## src/sv/eqb_pkg.sv

```systemverilog
// ============================================================================
// eqb_pkg - shared types and constants
// Sizes, the stored entry type and the cell control struct.
// ============================================================================
package eqb_pkg;

    localparam int MAX_ITEMS = 1024;
    localparam int MAX_BINS  = 64;
    localparam int CNT_W     = $clog2(MAX_ITEMS + 1);
    localparam int NB_W      = 7;
    localparam int DIVN_W    = 12;
    localparam int DIVD_W    = 8;

    localparam logic [2:0] ADDR_NUM_BINS = 3'd0;
    localparam logic [NB_W-1:0] NUM_BINS_RESET = 7'd10;

    typedef struct packed {
        logic signed [31:0] val;
        logic               bad;
    } entry_t;

    typedef struct packed {
        logic ins;       // insert the new request this cycle
        logic shift_dn;  // advance every entry one cell toward the head
    } cell_ctl_t;

endpackage

```

## src/sv/eqb_div.sv

```systemverilog
// ============================================================================
// eqb_div - restoring divider, one quotient bit per cycle
// Computes the bin size quotient for the compute phase.
// ============================================================================
module eqb_div (
    input  logic                         clk,
    input  logic                         rst_n,
    input  logic                         start,
    input  logic [eqb_pkg::DIVN_W-1:0]   num,
    input  logic [eqb_pkg::DIVD_W-1:0]   den,
    output logic                         done,
    output logic [eqb_pkg::DIVN_W-1:0]   quot
);

    logic                        busy_reg, busy_next;
    logic [3:0]                  step_reg, step_next;
    logic [eqb_pkg::DIVN_W-1:0]  num_reg, num_next;
    logic [eqb_pkg::DIVN_W-1:0]  quot_reg, quot_next;
    logic [eqb_pkg::DIVD_W-1:0]  den_reg, den_next;
    logic [eqb_pkg::DIVD_W-1:0]  rem_reg, rem_next;
    logic [eqb_pkg::DIVD_W:0]    trial;

    // Done once every quotient bit has landed in quot_reg.
    assign quot = quot_reg;
    assign done = busy_reg && (step_reg == 4'(eqb_pkg::DIVN_W));

    always_comb
    begin
        busy_next = busy_reg;
        step_next = step_reg;
        num_next  = num_reg;
        quot_next = quot_reg;
        den_next  = den_reg;
        rem_next  = rem_reg;
        trial     = {rem_reg, num_reg[eqb_pkg::DIVN_W-1]};
        if (busy_reg)
        begin
            if (done)
            begin
                busy_next = 1'b0;
            end
            else
            begin
                num_next = {num_reg[eqb_pkg::DIVN_W-2:0], 1'b0};
                if (trial >= {1'b0, den_reg})
                begin
                    rem_next  = eqb_pkg::DIVD_W'(trial - {1'b0, den_reg});
                    quot_next = {quot_reg[eqb_pkg::DIVN_W-2:0], 1'b1};
                end
                else
                begin
                    rem_next  = trial[eqb_pkg::DIVD_W-1:0];
                    quot_next = {quot_reg[eqb_pkg::DIVN_W-2:0], 1'b0};
                end
                step_next = step_reg + 4'd1;
            end
        end
        else if (start)
        begin
            busy_next = 1'b1;
            step_next = 4'd0;
            num_next  = num;
            den_next  = den;
            rem_next  = '0;
            quot_next = '0;
        end
    end

    always_ff @(posedge clk or negedge rst_n)
    begin
        if (!rst_n)
        begin
            busy_reg <= 1'b0;
            step_reg <= 4'd0;
        end
        else
        begin
            busy_reg <= busy_next;
            step_reg <= step_next;
        end
    end

    always_ff @(posedge clk)
    begin
        num_reg  <= num_next;
        quot_reg <= quot_next;
        den_reg  <= den_next;
        rem_reg  <= rem_next;
    end

endmodule

```

## config.mk

```make
export PLATFORM = sky130hd
export DESIGN_NAME = eqb_div
export DESIGN_NICKNAME = d
export VERILOG_FILES = /design/src/sv/eqb_pkg.sv /design/src/sv/eqb_div.sv
export SDC_FILE = /design/constraint.sdc
export NUM_CORES = 1
export LEC_CHECK = 0
export BUFFER_PORTS_ARGS = -buffer_cell sky130_fd_sc_hd__buf_2
export CORE_MARGIN = 5
export CORE_UTILIZATION = 49
export DETAILED_ROUTE_END_ITERATION = 10
export GPL_ROUTABILITY_DRIVEN = 1
export PLACE_DENSITY = 0.71
export SLEW_MARGIN = 20
export SYNTH_ARGS = -nofsm -noshare
export SYNTH_HDL_FRONTEND = slang
export SYNTH_SLANG_ARGS = --single-unit
```

## constraint.sdc

```tcl
create_clock -name clk -period 2.75 [get_ports clk]
set_input_delay 0.825 -clock clk [delete_from_list [all_inputs] [get_ports clk]]
set_output_delay 0.825 -clock clk [all_outputs]
set_load 0.03 [all_outputs]
```

# Word level (Yosys, flattened, before mapping)
# Cells that the tools add are included.
word_totals:
  in_bits: 23
  register_bits: 45
  word_cells: 33
classes:
  add_sub_neg: 2
  n_bitwise: 1
  n_reduce_logical: 4
  muxes: 17
  n_lt_le_gt_ge: 1
  eq_ne: 2
ops:
  columns: ["operator", "n"]
  rows:
  - ["12-bit 2-to-1 mux", 6]
  - ["8-bit 2-to-1 mux", 4]
  - ["4-bit 2-to-1 mux", 3]
  - ["9-bit by 8-bit greater-or-equal comparator with 1-bit output", 1]
  - ["8-bit subtractor", 1]
  - ["4-bit by 1-bit adder with 4-bit output (second input constant)", 1]
  - ["4-bit equality test (second input constant)", 1]
  - ["1-bit 2-to-1 mux", 4]
  - ["2-bit AND reduction", 2]
  - ["2-bit inequality test (second input constant)", 1]
  - ["2-bit nonzero test", 1]
  - ["1-bit logical AND", 1]
  - ["1-bit inverter", 1]

# Longest topological paths before layout
depth:
  ltp_word: 4
  mapped_depth: 8

# Least setup slack after synthesis
# Ideal clock, no wire load.
synth_path:
  kind: "input to register"
  startpoint: "in start"
  endpoint: "reg num_reg[0] (netlist name) (enable)"
  path_buffers: 0
  t_required_ps: 2363
  arrival_time_ps: 2197
  slack_ps: 166
  setup_ps: 387
  cell_stages: 3
  cell_sequence: "nor2b_1 nor2_1 inv_1"
synth_between:
  elab_chain_cells: 2
synth_lines:
  columns: ["element", "line", "rtl"]
  rows:
  - ["start: declaration", "eqb_div.sv:8", "input logic start,"]
  - ["2-bit nonzero test (no line)", null, null]
  - ["2-bit AND reduction (no line)", null, null]
  - ["end signal: assignment", "eqb_div.sv:85", "num_reg <= num_next;"]
  - ["end: declaration", "eqb_div.sv:17", "logic [eqb_pkg::DIVN_W-1:0] num_reg, num_next;"]
# Every way passes these cells.
# A chain may end at the register's enable or synchronous reset.

# Worst setup path in the final report
layout_path:
  startpoint: "reg busy_reg"
  endpoint: "out done"
layout_between:
  elab_chain_cells: 1
layout_lines:
  columns: ["element", "line", "rtl"]
  rows:
  - ["start: declaration", "eqb_div.sv:15", "logic busy_reg, busy_next;"]
  - ["start signal: assignment", "eqb_div.sv:78", "busy_reg <= busy_next;"]
  - ["1-bit logical AND", "eqb_div.sv:25", "assign done = busy_reg && (step_reg == 4'(eqb_pkg::DIVN_W));"]
  - ["end: declaration", "eqb_div.sv:11", "output logic done,"]
# Every way passes these cells.

==> impl_metrics.py <==
metrics = {
    "grt": {
        "grt_pass1_vias": 1507,
        "grt_usage_pct": 14.8,
        "grt_max_degree": 34,
        "grt_use_met1_pct": 17.8,
        "antenna_found_initial": 0,
        "gr-total-overflow": 0,
        "top_usage_layer": "met2",
        "grt_use_met3_pct": 5.04,
        "grt_pass1_wl_um": 7040,
        "met2_usage_pct": 24.4,
    },
    "placed_design": {
        "place_area_mm2": 0.00247,
        "gp_congestion": 0.822,
        "preCtsSetupSlack_ns": 0.549,
        "port-buffer-count": 35,
        "dp.cells": 259,
        "dpl.hpwl_um": 3010,
    },
    "clock_network": {
        "cts_tree": "built",
        "clk_pin_slew_ns": 0.09,
        "clock_sinks": 45,
        "insertion_delay_ns": 0.30,
        "ctsRootBufferMaster": "clkbuf_8",
        "cts_setup_buffers": 0,
        "cts_max_level": 2,
        "cts_resized": 0,
        "cts_buffers": 5,
        "clockBufferDepth": 2,
        "cts_hold_buffers": 0,
    },
    "floorplan": {
        "die_area_mm2": 0.00598,
        "die_h_um": 77.3,
        "num_rows": 24,
        "die_x_um": 77.3,
        "start_util_pct": 50.6,
        "coreArea_mm2": 0.00438,
        "ios": 36,
    },
    "logic_synthesis": {
        "netlist_instances": 172,
        "syn_avg_cell_area_um2": 12.9,
        "ys_types": 39,
        "synth_area_mm2": 0.00222,
        "yosysWarnings": 0,
        "seq_area_frac_synth_pct": 59.8,
        "synth_top_area_share_pct": 54.1,
        "ys_ff_latch": 45,
        "synth_area_leader_cell": "edfxtp_1",
        "synthesis.nets": 206,
        "yosys-top-cells-area": "edfxtp_1 54%, mux2_2 6.1%, dfrtp_1 5.6%",
    },
    "setup_path": {
        "cp-end-kind": "output port",
        "cp_max_fo": 10,
        "arrival_ns": 1.46,
        "start_kind": "flop",
        "crit_cells": 3,
        "crit_type": "flop to output port",
        "crit_chain": "inv_1 > nor2_1 > buf_2",
        "crit_buf_inv": 2,
        "cp_top_family": "flip-flops",
        "max_stage_delay_ns": 0.57,
        "required_ns": 1.93,
        "cpMaxStageDelayCell": "dfrtp_1",
        "reg2reg_depth": 6,
    },
    "power_and_ir_drop": {
        "internal_power_mw": 1.99,
        "power.density_mw_per_mm2": 1270,
        "pwr-share-clk_pct": 12.9,
        "p_seq_share_pct": 41.2,
        "switching_share_pct": 38.9,
        "p_leak_nw": 1.13,
        "switchingPower_mw": 1.27,
        "pwr-share-comb_pct": 45.9,
        "ir_drop_uv": 646,
    },
    "route": {
        "drtIter0Drc": 72,
        "drc": 0,
        "routed_wl_um": 4050,
        "routedWlPerCell_um": 15.2,
        "ant_nets": 0,
        "vias_per_cell": 5.42,
        "firstDrtPassIters": 4,
        "vias": 1447,
    },
    "cells_and_area": {
        "stdcell_area_mm2": 0.00256,
        "synthToLayoutAreaGrowth_pct": 15.6,
        "diodes": 0,
        "drive_gt1_share_pct": 29.3,
        "final_cell_mix": "40 x edfxtp_1, 35 x buf_2, 15 x inv_1",
        "finalNonFillerCells": 267,
        "nets": 248,
        "mostFrequentLayoutCell": "edfxtp_1",
    },
    "sta": {
        "skew_ns": 0.00466,
        "period_needed_ns": 2.28,
        "slew_viol_final": 0,
        "rsz0062_at_grt": "false",
        "worst_pin_slew_ns": 0.550,
        "maxSlewHeadroom_pct": 63.1,
        "final.period_utilization_pct": 83.0,
        "max_freq_mhz": 438,
        "tns_ns": 0,
        "finalSetupViolations": 0,
        "setup_slack_ns": 0.468,
        "hold_viol_final": 0,
    },
    "min_path": {
        "min_path_type": "primary input to asynchronous set/reset pin",
    },
    "outcome": {
        "status": "completed",
    },
    "job": {
        "maxCapViolCount": 0,
    },
}
-- cells in the mapped netlist, drive strengths merged --
cell,count
fa,1
a221o,1
nor4,1
o21a,1
a31o,1
inv,15
mux2,12
nor2b,4
and2,12
dfrtp,5
o211a,3
o31ai,2
edfxtp,40
clkbuf,2
xor2,2
a21o,3
ha,10
o21ai,6
o31a,2
nand3,4
xnor2,1
a21oi,6
or3b,3
or2,1
nor2,7
a2111oi,1
nor3,5
buf,1
a211oi,2
nand2,13
o21bai,1
mux2i,1
a311oi,1
a21boi,1
nand2b,1
-- metrics by stage --
step / hold slack [ns] / util [%] / power [mW]
floorplan: 0.491 / - / 2.47
global placement: 0.510 / 56.4 / 2.76
detailed placement: 0.515 / 56.4 / 2.84
CTS: 0.313 / 58.5 / 3.28
global route: 0.308 / 58.5 / 3.50
finish: 0.319 / 58.5 / 3.25
-- power by group through the flow --
stage / clock network, mW / logic, mW / registers (mW)
global placement: 0 / 1.43 / 1.34
floorplan: 0 / 0.988 / 1.48
global route: 0.466 / 1.66 / 1.37
finish: 0.419 / 1.49 / 1.34
CTS: 0.430 / 1.50 / 1.34
detailed placement: 0 / 1.48 / 1.36
-- worst paths after layout --
path | start | to | slack, ns
setup / recovery | busy_reg | done | 0.47
hold / removal | rst_n | busy_reg | 0.32
setup reg to reg | rem_reg[2] | rem_reg[7] | 0.51
hold reg to reg | step_reg[3] | step_reg[3] | 0.53
max in group asynchronous | rst_n | step_reg[0] | 2.30
min in group clk | step_reg[3] | step_reg[3] | 0.53
-- metal layers --
metal | vias up | wire, um
li1 | 709 | -
met5 | - | 0
met2 | 30 | 2000
met4 | 0 | 65
met1 | 698 | 1780
met3 | 10 | 205
-- final cells by class --
cell class | count | area [um^2]
fillers | 380 | 1820
clock buffers | 5 | 68.8
inverters | 15 | 56.3
well taps | 52 | 65.1
repair buffers | 38 | 198
multi-input cells | 109 | 826
clock inverters | 3 | 25.0
flip-flops and latches | 45 | 1330
-- cells by family (layout without fill, tap and decap cells) --
kind of cell | count (synthesis) | count (layout) | share of synthesized area, %
simple gates | 51 | 51 | 12.0
flops | 45 | 45 | 59.8
compound gates | 31 | 31 | 11.0
buf+inv | 18 | 61 | 3.04
mux | 13 | 13 | 6.54
fa+ha+maj | 11 | 11 | 6.54
xor+xnor | 3 | 3 | 1.18
Power figures use the tool's default switching activity.
