**src/sv/eqb_pkg.sv**
```systemverilog
// ============================================================================
// eqb_pkg - shared types and constants
// Sizes, the stored entry type and the cell control struct.
// ============================================================================
package eqb_pkg;

    localparam int MAX_ITEMS = 1024;
    localparam int MAX_BINS  = 64;
    localparam int CNT_W     = $clog2(MAX_ITEMS + 1);
    localparam int NB_W      = 7;
    localparam int DIVN_W    = 12;
    localparam int DIVD_W    = 8;

    localparam logic [2:0] ADDR_NUM_BINS = 3'd0;
    localparam logic [NB_W-1:0] NUM_BINS_RESET = 7'd10;

    typedef struct packed {
        logic signed [31:0] val;
        logic               bad;
    } entry_t;

    typedef struct packed {
        logic ins;       // insert the new request this cycle
        logic shift_dn;  // advance every entry one cell toward the head
    } cell_ctl_t;

endpackage

```
**src/sv/eqb_cell.sv**
```systemverilog
// ============================================================================
// eqb_cell - one slot of the sorted insertion chain
// Holds one entry; shifts up on insert, down on readout.
// ============================================================================
module eqb_cell (
    input  logic                clk,
    input  eqb_pkg::cell_ctl_t  ctl,
    input  eqb_pkg::entry_t     new_item,
    input  eqb_pkg::entry_t     prev_item,
    input  eqb_pkg::entry_t     next_item,
    input  logic                prev_greater,
    input  logic                occ,
    input  logic                at_tail,
    output eqb_pkg::entry_t     item,
    output logic                greater
);

    eqb_pkg::entry_t item_reg;

    assign item    = item_reg;
    assign greater = occ && (item_reg.val > new_item.val);

    always_ff @(posedge clk)
    begin
        if (ctl.shift_dn)
        begin
            item_reg <= next_item;
        end
        else if (ctl.ins)
        begin
            if (prev_greater)
            begin
                item_reg <= prev_item;
            end
            else if (greater || at_tail)
            begin
                item_reg <= new_item;
            end
        end
    end

endmodule

```
**config.mk**
```make
export PLATFORM = sky130hd
export DESIGN_NAME = eqb_cell
export DESIGN_NICKNAME = d
export VERILOG_FILES = /design/src/sv/eqb_pkg.sv /design/src/sv/eqb_cell.sv
export SDC_FILE = /design/constraint.sdc
export NUM_CORES = 1
export LEC_CHECK = 0
export ABC_AREA = 1
export BUFFER_PORTS_ARGS = -buffer_cell sky130_fd_sc_hd__buf_2
export CAP_MARGIN = 20
export CORE_ASPECT_RATIO = 1.1
export CORE_UTILIZATION = 30
export CTS_CLUSTER_SIZE = 16
export DETAILED_ROUTE_END_ITERATION = 8
export SYNTH_ARGS = -nofsm -noshare
export SYNTH_HDL_FRONTEND = slang
export SYNTH_SLANG_ARGS = --single-unit
```
**constraint.sdc**
```tcl
create_clock -name clk -period 3.5 [get_ports clk]
set_input_delay 0.35 -clock clk [delete_from_list [all_inputs] [get_ports clk]]
set_output_delay 0.35 -clock clk [all_outputs]
set_load 0.02 [all_outputs]
```
After elaboration in Yosys (flattened, before gate mapping)
Index checks and enable logic that the tools add are counted.

word-level totals
  bits in registers = 33
  RAM bits = 0
  word-level logic and storage cells = 12
  bits in latches = 0
  output and inout bits = 34
  input bits = 105
  memories kept = 0
  memory bits (read-only) = 0

operators by class
  magnitude comparators = 1
  add/sub/neg operators = 0
  reduce and logical (&&, ||, !) cells = 5
  divide/modulo/power cells = 0
  multiply operators = 0
  bitwise gates (word level) = 0
  equality and inequality tests = 0
  shift operators = 0
  multiplexer cells = 4

operators with widths
  kind                 number
  33-bit two-way mux   4
  32-bit > comparator  1
  3-bit nonzero test   1
  2-bit AND reduction  1
  2-bit nonzero test   1
  1-bit logical AND    1
  1-bit logical OR     1

Longest topological paths before layout
Gate-level depths: netlist of run 1.

  word-level depth = 7
  depth in mapped cells = 16
  gate-level depth less buffers = 16

Worst setup path after synthesis of run 1
No wires, ideal clock.

  path type = register to register
  from = register item_reg (netlist bit item[32])
  to = register item_reg (netlist bit item[0]), enable pin
  required time = 3,098 ps
  data arrival time = 2,476 ps
  slack = 623 ps
  setup time = 402 ps
  period minus slack after synthesis = 2,877 ps
  path buffers = 0
  cell stages (with the launch flop) = 10
  path through = edfxtp_1 > ha_1 > a21oi_1 > o21a_1 > nand2_1 > a21oi_1 > nand2_1 > nand2_1 > nand3_2 > a21oi_2

between the ends
  cells in the longest elaborated chain, start to end = 5

RTL lines
  element                               RTL line        RTL
  start: declaration                    eqb_cell.sv:18  eqb_pkg::entry_t item_reg;
  start signal: assignment              eqb_cell.sv:27  item_reg <= next_item;
  start signal: assignment              eqb_cell.sv:33  item_reg <= prev_item;
  start signal: assignment              eqb_cell.sv:37  item_reg <= new_item;
  32-bit > comparator                   eqb_cell.sv:21  assign greater = occ && (item_reg.val > new_item.val);
  1-bit logical AND                     eqb_cell.sv:21
  1-bit logical OR                      eqb_cell.sv:35  else if (greater || at_tail)
  3-bit nonzero test (no source line)   --
  2-bit AND reduction (no source line)  --

Every way passes these cells.
A chain may end at the register's enable or synchronous reset.

Worst setup path in the final report of run 1
  from = register item_reg (netlist bit item[32])
  to = output port greater

between the ends
  cells in the longest elaborated chain, start to end = 2

RTL lines
  element              RTL line        RTL
  32-bit > comparator  eqb_cell.sv:21
  1-bit logical AND    eqb_cell.sv:21
  end: declaration     eqb_cell.sv:15  output logic greater

Every way passes these cells.

==> results by stage, run 1 <==
CTS:
- The H-tree was split into 2 levels.
- Buffers inserted to repair hold after CTS numbered 0.
- TritonCTS built the clock tree.
- The root buffer selected by CTS is clkbuf_8.
- Clock latency on the worst-skew pair, taken at its later pin, is 0.28 ns.
- The number of setup buffers added after CTS is 0.
- The clock passes through at most 2 buffers.
- The total clock buffers created by CTS is 5.
- The clock net in this run drives a total of 33 sinks.
- Clock-pin slew was measured on the worst setup and hold paths at 0.07 ns.
- After clock tree synthesis, the repair step resized 0 gates.

Worst setup path:
- The worst register-to-register path begins at item[32].
- The worst register-to-register path ends at item[7].
- At the worst endpoint, the required time is 3.15 ns.
- The minimum setup slack among reg-to-reg paths is 1.27 ns.
- Along the worst path, the maximum fanout reaches 4.
- The capturing element of the worst setup path is greater.
- The worst setup path is captured at an output pin.
- STA classifies the critical path startpoint as a flip-flop.
- The worst setup path startpoint is item[32].
- The number of cells on the worst reg-to-reg path is 10.
- The worst setup path category is reg2out.
- The arrival time of the worst setup path is 2.00 ns.

Global route:
- The wire length of the first global-routing pass is 10800 um.
- Summed over all layers, the global routing overflow is 0.
- The initial antenna violation count is 0.
- The maximum number of pins on one net before global-route repair is 63.
- In the global route stage, overall resource usage came out at 14.8%.
- The number of global-route vias before repair is 2412.

Floorplanning:
- The vertical extent of the die is 99.5 um.
- The floorplan step set the die width to 90.6 um.
- The number of standard-cell rows in the floorplan is 35.
- The die covers 9020 um^2.
- The initial core utilization is 31.0%.
- The number of top-level design ports is 139.
- In this run the standard cell core region covers 8360 um^2.

Cells and area:
- The final cell area excluding filler cells is 3460 um^2.
- The number of nets in the finished design is 575.
- The number of flip-flops under the largest register name is 33.
- The number of filler cells placed in the layout is 889.
- 0 antenna diodes ended up in the layout.
- The relative area change from synthesis to final layout is 33.6%.
- Of the cells placed in the final design, the portion with a size suffix greater than 1 is 34.9%.
- The final core utilization is 41.4%.

Place:
- The count of buffers added on input and output ports is 138.
- Timing analysis after detailed placement gives a worst setup slack of 1.17 ns.
- The placed instance area is 3390 um^2.
- At the end of routability-driven placement, the weighted congestion stood at 0.755.
- Detailed placement ended at an HPWL of 5350 um.

Run:
- Across the run, the number of max-cap violations was 0.

Synthesis:
- The cell count after synthesis is 304.
- The mapped netlist covers 2590 um^2.
- Summed over all instances, the cell type with the most area after synthesis is edfxtp_1.
- Yosys mapped the design onto 23 distinct sky130hd cell types.
- Of the post-synthesis cell area, the dominant cell type holds 38.2%.
- In the synthesized netlist the async set-or-reset flop fraction comes to 0%.
- The most used flip-flop cell after synthesis is edfxtp_1.
- After synthesis, the largest family of logic cells by area is compound AO/OA/AOI/OAI gates.
- The multiplexer area fraction after synthesis is 0%.
- The most frequent cell after synthesis is nand2_1.
- Summing the sequential cell areas from Yosys gives 38.2% of the chip area.
- The simple-gate share of the synthesized area is 14.7%.
- The synthesized netlist devotes 15.4% of its cell area to adder and majority cells.
- Summing the areas of all compound-gate instances in the mapped netlist gives 22.6% of the synthesized area.
- Sorting the synthesized cells by area gives the leading types as edfxtp_1 (38%), ha_1 (15%), nand2_1 (10%).
- The Yosys step of the flow raised 0 warnings.
- The number of flops mapped to enable cells by yosys is 33.
- The commonest cells after synthesis are nand2_1 (72), inv_1 (43), edfxtp_1 (33), ha_1 (32), o21a_1 (31).
- The number of storage elements in the synthesis netlist is 33.
- The xor/xnor cell area share of the yosys netlist is 0%.
- Each instance of the synthesized netlist takes up on average 8.53 um^2.
- The net count of the mapped netlist is 441.

STA:
- The worst path needs 2.35 ns of the cycle, external delays included.
- Setup repair after global routing left no endpoint under its margin.
- The setup violation total in the final timing report is 0.
- The headroom to the max-slew limit is 33.4%.
- The final setup slack of the worst path is 1.15 ns.
- The fmax is 426 MHz.
- Clock skew on the completed layout was measured at 0.00696 ns.
- The portion of the clock cycle consumed by the worst path in the final layout is 67.1%.
- The final-report hold violation count is 0.
- The final count of pins violating max slew came to 0.
- In the final timing run, aggregate negative setup slack is 0 ns.
- For the pin with the worst max-slew slack, the measured transition is 0.999 ns.

Routing:
- The first detailed-routing pass ran for 4 iterations.
- For this block, the initial DRC count from the detailed router was 39.
- The via total after detailed routing is 2529.
- After detailed routing, the average wire length per cell comes to 12.1 um.
- The routed via count divided by cell count is 4.61.
- The wire length after detailed routing is 6650 um.
- After detailed routing, the number of remaining DRC violations is 0.
- The count of nets left with antenna violations once routing finished came out at 0.

Pwr:
- The design draws 1160 uW.
- For this design the ratio of total power to cell area is 334 nW/um^2.
- IR analysis of the VDD net gives a maximum drop of 165 uV.
- The total leakage power is 0.00175 uW.

Status:
- The flow ran to the end, and the final reports show no timing, DRC or antenna violations.

Hold path:
- The cell count of the worst hold path is 2.
- In this run the worst hold path is classified as in2reg.
-- layout make-up --
cell class	instances	area, um^2	area share [%]
clock buffer	6	72.6	2.09
clock inverter	1	3.75	0.108
inverter	45	169	4.88
multi-input combinational	212	1380	39.7
sequential	33	991	28.6
tap	111	139	4.01
timing repair buffer	141	713	20.6
-- kinds of logic after synthesis --
kind of cell | Yosys count
AND/OR/NAND/NOR | 94
AO/OA/AOI/OAI | 86
buffers and inverters | 59
flip-flops | 33
adder cells (fa/ha/maj) | 32
-- power breakdown --
part / total (uW) / switching (uW) / leakage (uW) / internal (uW)
Sequential: 508 / 20.7 / 0.000329 / 487
Combinational: 380 / 220 / 0.00138 / 161
Clock: 268 / 134 / 0.0000387 / 134
-- critical path, stage by stage (launching register included) --
cell      delay (ns)
edfxtp_1        0.40
ha_1            0.34
a21oi_1         0.17
o21a_1          0.13
nand2_1         0.05
a21oi_1         0.17
nand2_1         0.07
nand2_1         0.07
nand3_2         0.10
inv_1           0.06
buf_2           0.16
-- cells in the final DEF (no fill, tap or decap), drive strengths merged --
| cell type | Yosys | final |
|---|---|---|
| buf | 10 | 141 |
| nand2 | 73 | 73 |
| inv | 44 | 44 |
| edfxtp | 33 | 33 |
| ha | 32 | 32 |
| o21a | 31 | 31 |
| o211ai | 29 | 29 |
| a21oi | 23 | 23 |
| nor2 | 15 | 15 |
| clkbuf | 4 | 6 |
| nand3 | 3 | 3 |
| clkinv | 1 | 2 |
| o21ai | 2 | 2 |
| nand4 | 2 | 2 |
| a21o | 1 | 1 |
| nor3 | 1 | 1 |
-- per-stage QoR --
step                hold slack, ns  instances
floorplan                    0.536        304
global placement             0.627        542
finish                       0.340        549
detailed placement           0.625        542
global route                 0.333        549
CTS                          0.329        549
-- metal layers --
| layer | wire [um] | global-route usage, % | share of wire, % | up-vias |
|---|---|---|---|---|
| li1 | - | - | - | 1315 |
| met1 | 2800 | 17.1 | 42 | 1138 |
| met2 | 3500 | 28.0 | 53 | 74 |
| met3 | 305 | 2.60 | 4.6 | 2 |
| met4 | 41 | 4.09 | 0.62 | 0 |
| met5 | 0 | 0 | 0 | - |
-- how the worst min path moves through the flow --
stage | start | to | slack, ns
after detailed placement | next_item[8] | item[8] | 0.62
after floorplan | next_item[10] | item[10] | 0.54
after global routing | next_item[2] | item[2] | 0.33
after global placement | next_item[29] | item[29] | 0.63
after CTS | next_item[8] | item[8] | 0.33
final | next_item[8] | item[8] | 0.34
No activity file was read; power rests on OpenSTA's default activity.
==> run 2, diff against run 1 <==
- clock period: 3.5 -> 1.9 ns (I/O delays scaled with it)
==> results by stage, run 2 (same netlist as run 1, synthesis figures left out) <==
Global route:
- The wire length of the first global-routing pass came to 11400 um (+6.2%).
- The number of global-route vias before repair came to 2602 (+7.9%).
- The total congestion overflow is 0 (unchanged).
- The maximum number of pins on one net before global-route repair is 53 (-16%).
- The global router's overall resource usage was 16.0% (+1.2 points).
- The initial antenna violation count is 0 (unchanged).

Floorplanning:
- The vertical extent of the die is 99.5 um (unchanged).
- The floorplan die width is 90.6 um (unchanged).
- The core outline area is 8360 um^2 (unchanged).
- The number of standard-cell rows in the floorplan is 35 (unchanged).
- The number of top-level design ports came to 139 (unchanged).
- The die area is 9020 um^2 (unchanged).
- The initial core utilization is 31.0% (unchanged).

CTS:
- The clock-pin slew on the worst setup and hold paths is 0.07 ns (about the same).
- The TritonCTS clock tree is yes.
- The later-pin clock latency in the skew report is 0.28 ns (about the same).
- The number of hold buffers added after CTS came to 0 (unchanged).
- The maximum clock path buffer count is 2 (unchanged).
- The root buffer selected by CTS is clkbuf_8.
- The total clock buffers created by CTS is 5 (unchanged).
- The level count of the clock H-tree was 2 (unchanged).
- The number of sinks handled by clock tree synthesis is 33 (unchanged).

Worst setup path:
- STA classifies the critical path endpoint as a flip-flop.
- The arrival time of the worst setup path was 2.18 ns (+0.18 ns).
- The worst setup path category is reg2reg.
- The required time at the worst-slack endpoint is 1.90 ns (-1.25 ns).
- STA classifies the critical path startpoint as a flip-flop.
- The top fanout value on the critical path was 12 (+8).
- The cell count of the worst reg-to-reg path was 12 (+2).

Cells and area:
- The most common library cell in the layout ignoring fill and taps is buf_2.
- The number of nets in the finished design is 631 (+9.7%).
- Relative to the synthesized area, the layout overhead comes to 59.4%.
- The number of flip-flops under the largest register name is 33 (unchanged).
- The share of final-layout standard cells stronger than drive strength 1 came to 46.5% (+12 points).
- In the layout the commonest cells are buf_2 (137), nand2_1 (68), buf_4 (53), inv_1 (42), edfxtp_1 (33).
- The final non-filler cell total is 606 (+10%).
- The number of antenna cells inserted is 0 (unchanged).

Place:
- The HPWL after detailed placement was 5730 um (+7.1%).
- The count of input and output buffers was 138 (unchanged).
- The routability congestion estimate was 0.761 (+0.83%).
- The cell total after placement is 590 (+8.9%).

Routing:
- The routed via count divided by cell count is 4.47 (-3.0%).
- The DRC violations left is 0 (unchanged).
- The first-iteration detailed-routing DRC count was 83 (+110%).
- The via total after detailed routing is 2708 (+7.1%).
- The total iterations of the first detailed-routing run is 4 (unchanged).
- The antenna violation net count after detailed routing is 0 (unchanged).
- The routed length per instance is 12.0 um (-1.3%).
- The wire length after detailed routing was 7240 um (+8.9%).

Run:
- The count of maximum capacitance violations is 0 (unchanged).

STA:
- The final count of pins violating max slew is 0 (unchanged).
- The worst clock skew is 0.00739 ns (+0.000437 ns).
- Setup repair after global routing could not meet its margin everywhere.
- The actual transition at the worst max-transition pin is 0.408 ns (-0.590 ns).
- The portion of the clock cycle consumed by the worst path in the final layout is 114%.
- The headroom to the max-slew limit is 72.6% (+39 points).
- The final-report hold violation count was 0 (unchanged).
- The final setup slack of the worst path is -0.274 ns (-1.43 ns).
- The sum of negative setup slack is -8.88 ns (-8.88 ns).
- The setup violation total in the final timing report is 34 (+34).
- Counting I/O delays and the setup requirement, the final critical path takes 2.17 ns.
- For this run, the top clock speed supported by timing is 460 MHz.

Hold path:
- The cell count of the worst hold path is 2 (unchanged).
- The worst hold path belongs to the class in2reg.

Pwr:
- The maximum vdd ir drop is 301 uV (+82%).
- The cell area power density came to 608 nW/um^2 (+82%).
- The total leakage power came to 0.00206 uW (+18%).

Status:
- The final reports fail on negative setup slack.
- The run finished, with violations left.
## run 2: final timing paths
check | end | slack (ns) | startpoint
hold reg to reg | item[15] | 1.32 | item[32]
setup reg to reg | item[25] | -0.27 | item[12]
hold / removal | item[27] | 0.18 | next_item[27]
setup / recovery | item[25] | -0.27 | item[12]
## run 2: layout make-up
type                            count  area [um^2]
Timing Repair Buffer              197         1210
Inverter                           45          169
Multi-Input combinational cell    212         1510
Fill cell                         857         4230
Sequential cell                    33          991
Tap cell                          111          139
Clock inverter                      2         33.8
Clock buffer                        6         72.6
## run 2: report_power, final
group	switching [uW]	total [uW]	internal [uW]
registers	46.3	944	898
clock network	263	650	387
logic	462	920	458
total	771	2510	1740
## run 2: metal layers
| metal | vias to the layer above | part of all wire, % | GRT usage, % |
|---|---|---|---|
| li1 | 1425 | - | - |
| met1 | 1192 | 45 | 19.7 |
| met2 | 84 | 48 | 27.9 |
| met3 | 7 | 5.6 | 3.75 |
| met4 | 0 | 1.2 | 4.59 |
| met5 | - | 0 | 0 |
## run 2: what timing repair did
| action | 4_1_cts | 5_1_grt |
|---|---|---|
| gates cloned | 1 | 1 |
| buffers inserted | 3 | 3 |
| pin swaps | 3 | 2 |
| gates resized for setup | 9 | 16 |
| setup endpoints to repair | 34 | 34 |
## run 2: through the flow
step / worst slack (ns) / power, uW / hold WS (ns) / util [%] / area, um^2
after floorplan: -0.562 / 1400 / 0.376 / - / 2620
after global placement: -0.322 / 1780 / 0.471 / 45.3 / 3790
after detailed placement: -0.357 / 1790 / 0.469 / 45.3 / 3790
after CTS: -0.292 / 2500 / 0.171 / 47.9 / 4010
after global routing: -0.410 / 2680 / 0.169 / 49.4 / 4130
final: -0.274 / 2510 / 0.176 / 49.4 / 4130
## run 2: worst max-delay path: stages (launching register included)
cell      delay (ns)
edfxtp_1        0.38
ha_1            0.32
a21oi_1         0.17
nand2_1         0.08
a21oi_2         0.15
nand2_2         0.08
nand2_2         0.06
nand2_1         0.05
nand2_1         0.07
nand3_2         0.09
a21oi_4         0.15
buf_4           0.15
buf_16          0.14
==> run 3, diff against run 2 <==
- ABC_AREA: 1 -> not set
- GPL_TIMING_DRIVEN: not set -> 0
- SKIP_LAST_GASP: not set -> 1
==> results by stage, run 3 <==
Worst setup path:
- The signal on the critical path passes through ha_4 > a21oi_2 > o21ai_2 > a221o_1 > or3_4 > a21oi_4 > nor3_1 > buf_4.
- STA classifies the critical path startpoint as a flip-flop.
- The critical path's largest stage delay is 0.44 ns (+0.06 ns).
- The arrival time of the worst setup path was 2.30 ns (+0.12 ns).
- The top fanout value on the critical path is 3 (-9).
- The required time at the worst-slack endpoint was 1.71 ns (-0.19 ns).
- The worst setup path category is reg2out.
- Among all stages on the critical path, the largest delay is contributed by edfxtp_1.
- STA classifies the critical path endpoint as an output pin.

Routing:
- The first-iteration detailed-routing DRC count was 90 (+8.4%).
- The wire length after detailed routing came to 7210 um (-0.51%).
- The via total after detailed routing is 2493 (-7.9%).
- The routed length per instance is 13.6 um (+14%).
- The total iterations of the first detailed-routing run is 4 (unchanged).
- The antenna violation net count after detailed routing is 0 (unchanged).
- The routed via count divided by cell count was 4.72 (+5.7%).
- The DRC violations left is 0 (unchanged).

Synthesis:
- The most instantiated flip-flop cell in the synthesis netlist is edfxtp_1.
- The count of synthesis-stage warnings from yosys came to 0 (unchanged).
- Ranked by instance count, the synthesized netlist is headed by nand2_1 (40), o21ai_1 (35), edfxtp_1 (33), inv_1 (33), mux2i_1 (33).
- The sequential-to-total area share from yosys stat is 39.6% (+1.3 points).
- The number of library cell types mapped by synthesis is 27 (+17%).
- The synthesized area divided by synthesized cell count is 9.52 um^2 (+12%).
- The synthesized cell area is 2500 um^2 (-3.4%).
- nand2_1 is the most common cell in the netlist.
- The area share of the largest cell type after synthesis came to 39.6% (+1.3 points).
- The net count of the mapped netlist is 400 (-9.3%).
- The number of storage elements in the synthesis netlist is 33 (unchanged).
- The cell count after synthesis was 263 (-13%).
- By area the synthesized netlist is led by edfxtp_1 (40%), ha_1 (16%), mux2i_1 (13%).
- The number of flops mapped to enable cells by yosys was 33 (unchanged).
- The largest total area in the synthesized netlist belongs to edfxtp_1.
- The fraction of registers with async set or reset after synthesis is 0% (unchanged).

STA:
- The final setup slack of the worst path came to -0.595 ns (-0.321 ns).
- The worst clock skew is 0.00827 ns (+0.000873 ns).
- The final count of pins violating max slew is 0 (unchanged).
- The headroom to the max-slew limit came to 66.2% (-6.4 points).
- The fmax is 401 MHz (-13%).
- The final-report hold violation count came to 0 (unchanged).
- The final critical-path required period is 2.49 ns (+0.321 ns).
- The portion of the clock cycle consumed by the worst path in the final layout was 131% (+17 points).
- The setup violation total in the final timing report is 34 (unchanged).
- Setup repair after global routing could not meet its margin everywhere.
- The actual transition at the worst max-transition pin was 0.507 ns (+0.0990 ns).

Floorplanning:
- The number of top-level design ports came to 139 (unchanged).
- The die area is 8720 um^2 (-3.3%).
- The number of standard-cell rows in the floorplan is 34 (-2.9%).
- The floorplan die width is 89.1 um (-1.7%).
- The initial core utilization is 31.3% (+0.33 points).
- The core outline area is 8000 um^2 (-4.4%).
- The vertical extent of the die is 97.8 um (-1.7%).

Cells and area:
- The final cell area excluding filler cells is 3730 um^2 (-9.8%).
- The relative area change from synthesis to final layout is 48.8%.
- The share of final-layout standard cells stronger than drive strength 1 was 42.4% (-4.1 points).
- The number of flip-flops under the largest register name came to 33 (unchanged).
- The most common library cell in the layout ignoring fill and taps is buf_2.
- The top cell types in the final layout, fill and taps aside, are buf_2 (138), nand2_1 (40), o21ai_1 (35).
- The number of filler cells placed in the layout came to 829 (-3.3%).
- The number of nets in the finished design is 556 (-12%).
- The number of antenna cells inserted is 0 (unchanged).
- The final core utilization is 46.6% (-2.8 points).

Global route:
- The number of global-route vias before repair is 2489 (-4.3%).
- The met3 track utilization from global routing was 3.97% (+0.23 points).
- The wire length of the first global-routing pass is 11300 um (-1.3%).
- met2 is the most crowded layer.
- The total congestion overflow came to 0 (unchanged).
- The met1 usage in global routing is 19.2% (-0.45 points).
- The maximum number of pins on one net before global-route repair is 18 (-66%).
- The initial antenna violation count is 0 (unchanged).
- The met2 track utilization from global routing is 31.4% (+3.5 points).
- The global router's overall resource usage is 16.9% (+0.87 points).

CTS:
- The level count of the clock H-tree is 2 (unchanged).
- The root buffer selected by CTS is clkbuf_8.
- The number of sinks handled by clock tree synthesis is 33 (unchanged).
- The later-pin clock latency in the skew report was 0.28 ns (about the same).
- The clock-pin slew on the worst setup and hold paths is 0.07 ns (about the same).
- The maximum clock path buffer count is 2 (unchanged).
- TritonCTS built the clock tree.
- The total clock buffers created by CTS is 5 (unchanged).

Run:
- The count of maximum capacitance violations came to 0 (unchanged).

Place:
- The count of input and output buffers is 136 (-1.4%).
- The placed instance area is 3370 um^2 (-11%).
- The routability congestion estimate is 0.719 (-5.6%).
- The HPWL after detailed placement was 5780 um (+0.89%).

Hold path:
- The worst min-delay path category is in2reg.

Pwr:
- The maximum vdd ir drop came to 264 uV (-12%).
- The cell area power density was 620 nW/um^2 (+2.0%).
- The total leakage power was 0.00188 uW (-9.2%).

Status:
- The final reports fail on negative setup slack.
- The flow ran to the end, but the final reports show violations.
-- run 3: cell types whose count changed after synthesis, moves of 10 or more --
cell / change
mux2i_1: +33
inv_1: -10
o211ai_1: -28
o21a_1: -30
nor2_1: -10
nand2_1: -32
a21oi_1: -11
o21ai_1: +35
-- run 3: metal layers --
layer	share of wire, %	routed length, um
met3	5.8	419
met1	42	3060
met5	0	0
met4	0.85	61
met2	51	3670
-- run 3: worst paths after layout --
| path | startpoint | end | slack [ns] | cells past startpoint |
|---|---|---|---|---|
| max | item[8] | greater | -0.59 | 8 |
| min | next_item[6] | item[6] | 0.19 | 3 |
| max reg2reg | item[8] | item[1] | -0.53 | 8 |
| min reg2reg | item[32] | item[25] | 1.25 | 5 |
-- run 3: timing repair --
item | in CTS | in global routing
gates cloned | 0 | 1
pin swaps | 7 | 5
buffers inserted | 8 | 3
setup endpoints to repair | 34 | 34
hold buffers | 0 | 0
gates resized for setup | 18 | 4
-- run 3: critical path: cells and delay by family (launching register included) --
family	cells	cell delay [ns]
AOI/OAI and AO/OA	4	0.69
and+or+nand+nor	2	0.48
adders and majority gates	1	0.25
DFF	1	0.44
buffers and inverters	1	0.17
-- run 3: report_power, final --
part | total [uW] | switching (uW) | internal [uW]
registers | 953 | 49.4 | 904
clock network | 522 | 261 | 261
logic | 836 | 450 | 387
-- run 3: cells by family after synthesis --
logic type,after synthesis,synth area share [%]
mux,33,13.2
compound gates,59,13.4
simple gates,62,11.1
buf+inv,44,6.74
flops,33,39.6
fa+ha+maj,32,16.0
-- run 3: cell type report --
cell class / instances / area, um^2 / area share (%)
buffer: 11 / 45.0 / 1.21
clock buffer: 8 / 80.1 / 2.15
inverter: 33 / 124 / 3.32
multi-input combinational: 186 / 1510 / 40.6
sequential: 33 / 991 / 26.6
tap: 108 / 135 / 3.63
timing repair buffer: 149 / 838 / 22.5
-- run 3: stage by stage --
stage	setup slack [ns]	hold WS (ns)	std cells	setup TNS (ns)	total power, uW
after global routing	-0.728	0.186	528	-22.43	2470
after floorplan	-0.960	0.384	263	-32.01	1400
after detailed placement	-1.10	0.480	508	-34.12	1700
after global placement	-1.42	0.476	507	-47.27	1680
after CTS	-0.600	0.181	524	-19.51	2320
final	-0.595	0.189	528	-17.47	2310
